--- config.mk ---
export PLATFORM = sky130hd
export DESIGN_NAME = dmwc_ctrl
export DESIGN_NICKNAME = d
export VERILOG_FILES = /design/src/hw/rtl/dmwc_pkg.sv /design/src/hw/rtl/dmwc_ctrl.sv
export SDC_FILE = /design/constraint.sdc
export NUM_CORES = 1
export LEC_CHECK = 0
export ABC_AREA = 1
export BUFFER_PORTS_ARGS = -buffer_cell sky130_fd_sc_hd__buf_2
export CAP_MARGIN = 30
export CELL_PAD_IN_SITES_DETAIL_PLACEMENT = 0
export CELL_PAD_IN_SITES_GLOBAL_PLACEMENT = 1
export CORE_AREA = 2 2 39 41
export DETAILED_ROUTE_END_ITERATION = 10
export DIE_AREA = 0 0 41 43
export HOLD_SLACK_MARGIN = 0.03
export PLACE_DENSITY = 0.62
export SYNTH_ARGS = -nofsm -noshare
export SYNTH_HDL_FRONTEND = slang
export SYNTH_SLANG_ARGS = --single-unit
--- constraint.sdc ---
create_clock -name clk_i -period 2.1 [get_ports clk_i]
set_clock_uncertainty 0.1 [all_clocks]
set_input_delay 0.105 -clock clk_i [delete_from_list [all_inputs] [get_ports clk_i]]
set_output_delay 0.105 -clock clk_i [all_outputs]
set_load 0.05 [all_outputs]
--- src/hw/rtl/dmwc_pkg.sv ---
`timescale 1ns / 1ps
`default_nettype none

package dmwc_pkg;

  localparam int ADDR_W                 = 64;
  localparam int WORD_W                 = 32;
  localparam int OUT_W                  = 48;
  localparam int WORD_SHIFT             = 2;
  localparam int INSTR_INDEX_BITS_DEF   = 14;
  localparam int DATA_INDEX_BITS_DEF    = 13;
  localparam int COUNTER_BITS_DEF       = 48;

  typedef enum logic [1:0] {
    CMD_LOOKUP = 2'd0,
    CMD_FILL   = 2'd1,
    CMD_INVAL  = 2'd2,
    CMD_CLEAR  = 2'd3
  } cmd_e;

  typedef enum logic [2:0] {
    ST_INIT,
    ST_IDLE,
    ST_READ,
    ST_COMPARE,
    ST_FILL,
    ST_CLEAR,
    ST_SWEEP
  } state_e;

  typedef struct packed {
    cmd_e               cmd;
    logic               side;
    logic [ADDR_W-1:0]  address;
    logic [WORD_W-1:0]  write_word;
  } req_t;

  typedef struct packed {
    logic               hit;
    logic [WORD_W-1:0]  read_word;
    logic [OUT_W-1:0]   hit_total;
    logic [OUT_W-1:0]   miss_total;
  } rsp_t;

  // controller to datapath
  typedef struct packed {
    logic capture;
    logic rd_en;
    logic lookup_done;
    logic fill_wr;
    logic sweep_wr;
    logic cnt_clear;
    logic report;
  } ctrl_t;

  // datapath to controller
  typedef struct packed {
    logic sweep_last;
  } stat_t;

endpackage

`default_nettype wire

--- src/hw/rtl/dmwc_ctrl.sv ---
`timescale 1ns / 1ps
`default_nettype none

module dmwc_ctrl (
  input  wire logic           clk_i,
  input  wire logic           rst_ni,
  input  wire logic           start_i,
  input  wire dmwc_pkg::cmd_e cmd_i,
  input  wire dmwc_pkg::stat_t stat_i,
  output logic                busy_o,
  output dmwc_pkg::ctrl_t     ctrl_o
);

  import dmwc_pkg::*;

  state_e state_q, state_d;

  always_ff @(posedge clk_i or negedge rst_ni) begin
    if (!rst_ni) begin
      state_q <= ST_INIT;
    end else begin
      state_q <= state_d;
    end
  end

  always_comb begin
    state_d = state_q;
    ctrl_o  = '0;
    busy_o  = 1'b1;
    unique case (state_q)
      ST_INIT: begin
        ctrl_o.sweep_wr = 1'b1;
        if (stat_i.sweep_last) begin
          state_d = ST_IDLE;
        end
      end
      ST_IDLE: begin
        busy_o = 1'b0;
        if (start_i) begin
          ctrl_o.capture = 1'b1;
          unique case (cmd_i)
            CMD_LOOKUP: state_d = ST_READ;
            CMD_FILL:   state_d = ST_FILL;
            CMD_INVAL:  state_d = ST_SWEEP;
            CMD_CLEAR:  state_d = ST_CLEAR;
            default:    state_d = ST_IDLE;
          endcase
        end
      end
      ST_READ: begin
        ctrl_o.rd_en = 1'b1;
        state_d      = ST_COMPARE;
      end
      ST_COMPARE: begin
        ctrl_o.lookup_done = 1'b1;
        state_d            = ST_IDLE;
      end
      ST_FILL: begin
        ctrl_o.fill_wr = 1'b1;
        state_d        = ST_IDLE;
      end
      ST_CLEAR: begin
        ctrl_o.cnt_clear = 1'b1;
        state_d          = ST_IDLE;
      end
      ST_SWEEP: begin
        ctrl_o.sweep_wr = 1'b1;
        if (stat_i.sweep_last) begin
          ctrl_o.report = 1'b1;
          state_d       = ST_IDLE;
        end
      end
      default: state_d = ST_INIT;
    endcase
  end

endmodule

`default_nettype wire

==> results.cfg <==
[power_and_ir_drop]
power.switching_uw = 389
power_uw = 652
p_clk_frac = 0.158
swShare = 0.598
internal-power_uw = 262
ir_drop_mv = 0.523
p_per_area_nw_per_um2 = 1700
power_frac_seq = 0.186
p_leak_nw = 0.228
combPwrFrac = 0.657

[timing]
setup_viol = 0
worst_slew_pin_slew_ns = 0.259
hold_viol_final = 0
relSlewSlack = 0.828
setup_ws_ns = 0.498
min_period_over_period = 0.763
final.setup.tns_ns = 0
slew_violations = 0
max_freq_mhz = 624
rsz0062_at_grt = no
post-route-min-period_ns = 1.60

[floorplan]
dieArea_um2 = 1760
rows = 14
die_height_um = 43
start_util = 0.175
ios = 14
dieWidth_um = 41
core-area_um2 = 1380

[grt]
grt_pass1_vias = 247
grt_pass1_wl_um = 910
antenna_found_initial = 0
grt_overflow = 0
grtUsageTotal = 0.0846
grt_max_degree = 8

[synthesis]
syn_inst = 37
ys_seq_area_frac = 0.309
synth_nets = 43
synth_cell_types = 12
syn_area_um2 = 243
synth-seq-cells = 3
avgSynthCellArea_um2 = 6.56
ys_warn_count = 0

[placed_design]
post-place-cells = 66
dp.final_hpwl_um = 507
place_congestion = 0.684
io_buffers = 13
place_ws_ns = 0.870
placed_area_um2 = 328

[worst_setup_path]
worst_ep_arrival_time_ns = 1.68
cp.required_ns = 2.17
start_kind = flop
endpoint_kind = flop
path_max_fanout = 6
critical_path_class = reg -> reg

[clock_network]
cts_tree = yes
cts_made_buffers = 3
clockBufferDepth = 2
cts_max_level = 1
cts_sinks = 3
clkTransAtPathRegs_ns = 0.04
cts_root_buffer = clkbuf_4
clk-insertion-delay-late_ns = 0.24

[routing]
wl_per_cell_um = 8.67
drc_errors = 0
routed_wl_um = 633
drt_iter0_drc = 7
firstDrtPassIters = 2
drtAntennaViolNets = 0
vias_per_cell = 4.07
num_vias = 297

[cells_and_area]
fin_nets = 64
area_growth_pct = 58.2
fin_cells = 73
final_cell_mix = buf_2 (13), nand2_1 (7), nor2_1 (6), nand3_1 (4), inv_1 (4)
reg_top3 = state_q x3
num_antenna_cells = 0
drive_gt1_frac = 0.439
largest_reg_flops = 3
layout_commonest_cell = buf_2
largest_register = state_q
stdcell_area_um2 = 384

[worst_hold_path]
min_path_type = in -> async

[run_status]
status = finished, final reports clean

[flow_run]
maxCapViolations = 0
==> cells in the mapped netlist (all sizes together) <==
cell type	number	share of area
nand2	10	0.21
nor2	7	0.12
inv	7	0.11
o21ai	2	0.041
nand4	2	0.052
dfrtp	3	0.31
nand3	6	0.16
==> timing repair <==
| action | CTS | global route |
|---|---|---|
| hold buffers | 3 | 0 |
| hold endpoints to repair | 4 | 0 |
| setup buffers | 0 | 0 |
| endpoints found under the setup margin | 0 | 0 |
| gates resized for setup | 0 | 0 |
==> cells by family (layout without fill, tap and decap cells) <==
group           Yosys count  count (layout)  synth area share
simple gates             25              25             0.541
buf+inv                   7              27             0.108
flops                     3               3             0.309
compound gates            2               2            0.0412
==> power by group through the flow <==
stage,registers (mW),logic [mW],clock network [mW]
after global routing,0.125,0.462,0.121
final,0.121,0.428,0.103
after global placement,0.123,0.423,0
after detailed placement,0.121,0.421,0
after floorplan,0.114,0.341,0
after CTS,0.120,0.432,0.107
==> worst max-delay path, cell delays in order, from the launching register on <==
cell and delay (ns):
dfrtp_1 0.41, inv_2 0.13, nand3_2 0.11, nor2_2 0.11, o21ai_1 0.07, dlygate4sd3_1 0.55
nand2_1 0.06
==> final timing paths <==
kind | slack (ns) | end | cells past startpoint | from
worst max-delay path | 0.50 | state_q[2] | 6 | state_q[2]
worst min-delay path | 0.09 | state_q[2] | 2 | rst_ni
worst max register to register | 0.50 | state_q[2] | 6 | state_q[2]
worst min register to register | 0.54 | state_q[2] | 2 | state_q[2]
max in group asynchronous | 1.70 | state_q[0] | 2 | rst_ni
min in group clk_i | 0.11 | state_q[2] | 4 | stat_i
==> cell type report <==
cell class                 instances  area [µm²]
timing repair buffer              16        95.1
tap                               16        20.0
multi-input combinational         27         141
sequential                         3        75.1
fill                             173        1000
inverter                           7        26.3
clock buffer                       4        26.3
==> metrics by stage <==
stage           util  hold WS (ns)
2_1_floorplan      -        -0.291
3_3_place_gp   0.237        -0.199
3_5_place_dp   0.237        -0.197
4_1_cts        0.278        0.0847
5_1_grt        0.278        0.0893
6_report       0.278        0.0913
==> routing by layer <==
layer,share of wire,global-route usage
met1,0.44,0.0942
met2,0.48,0.106
met3,0.043,0.0314
met4,0.038,0.100
met5,0,0
Power figures use the tool's default switching activity.
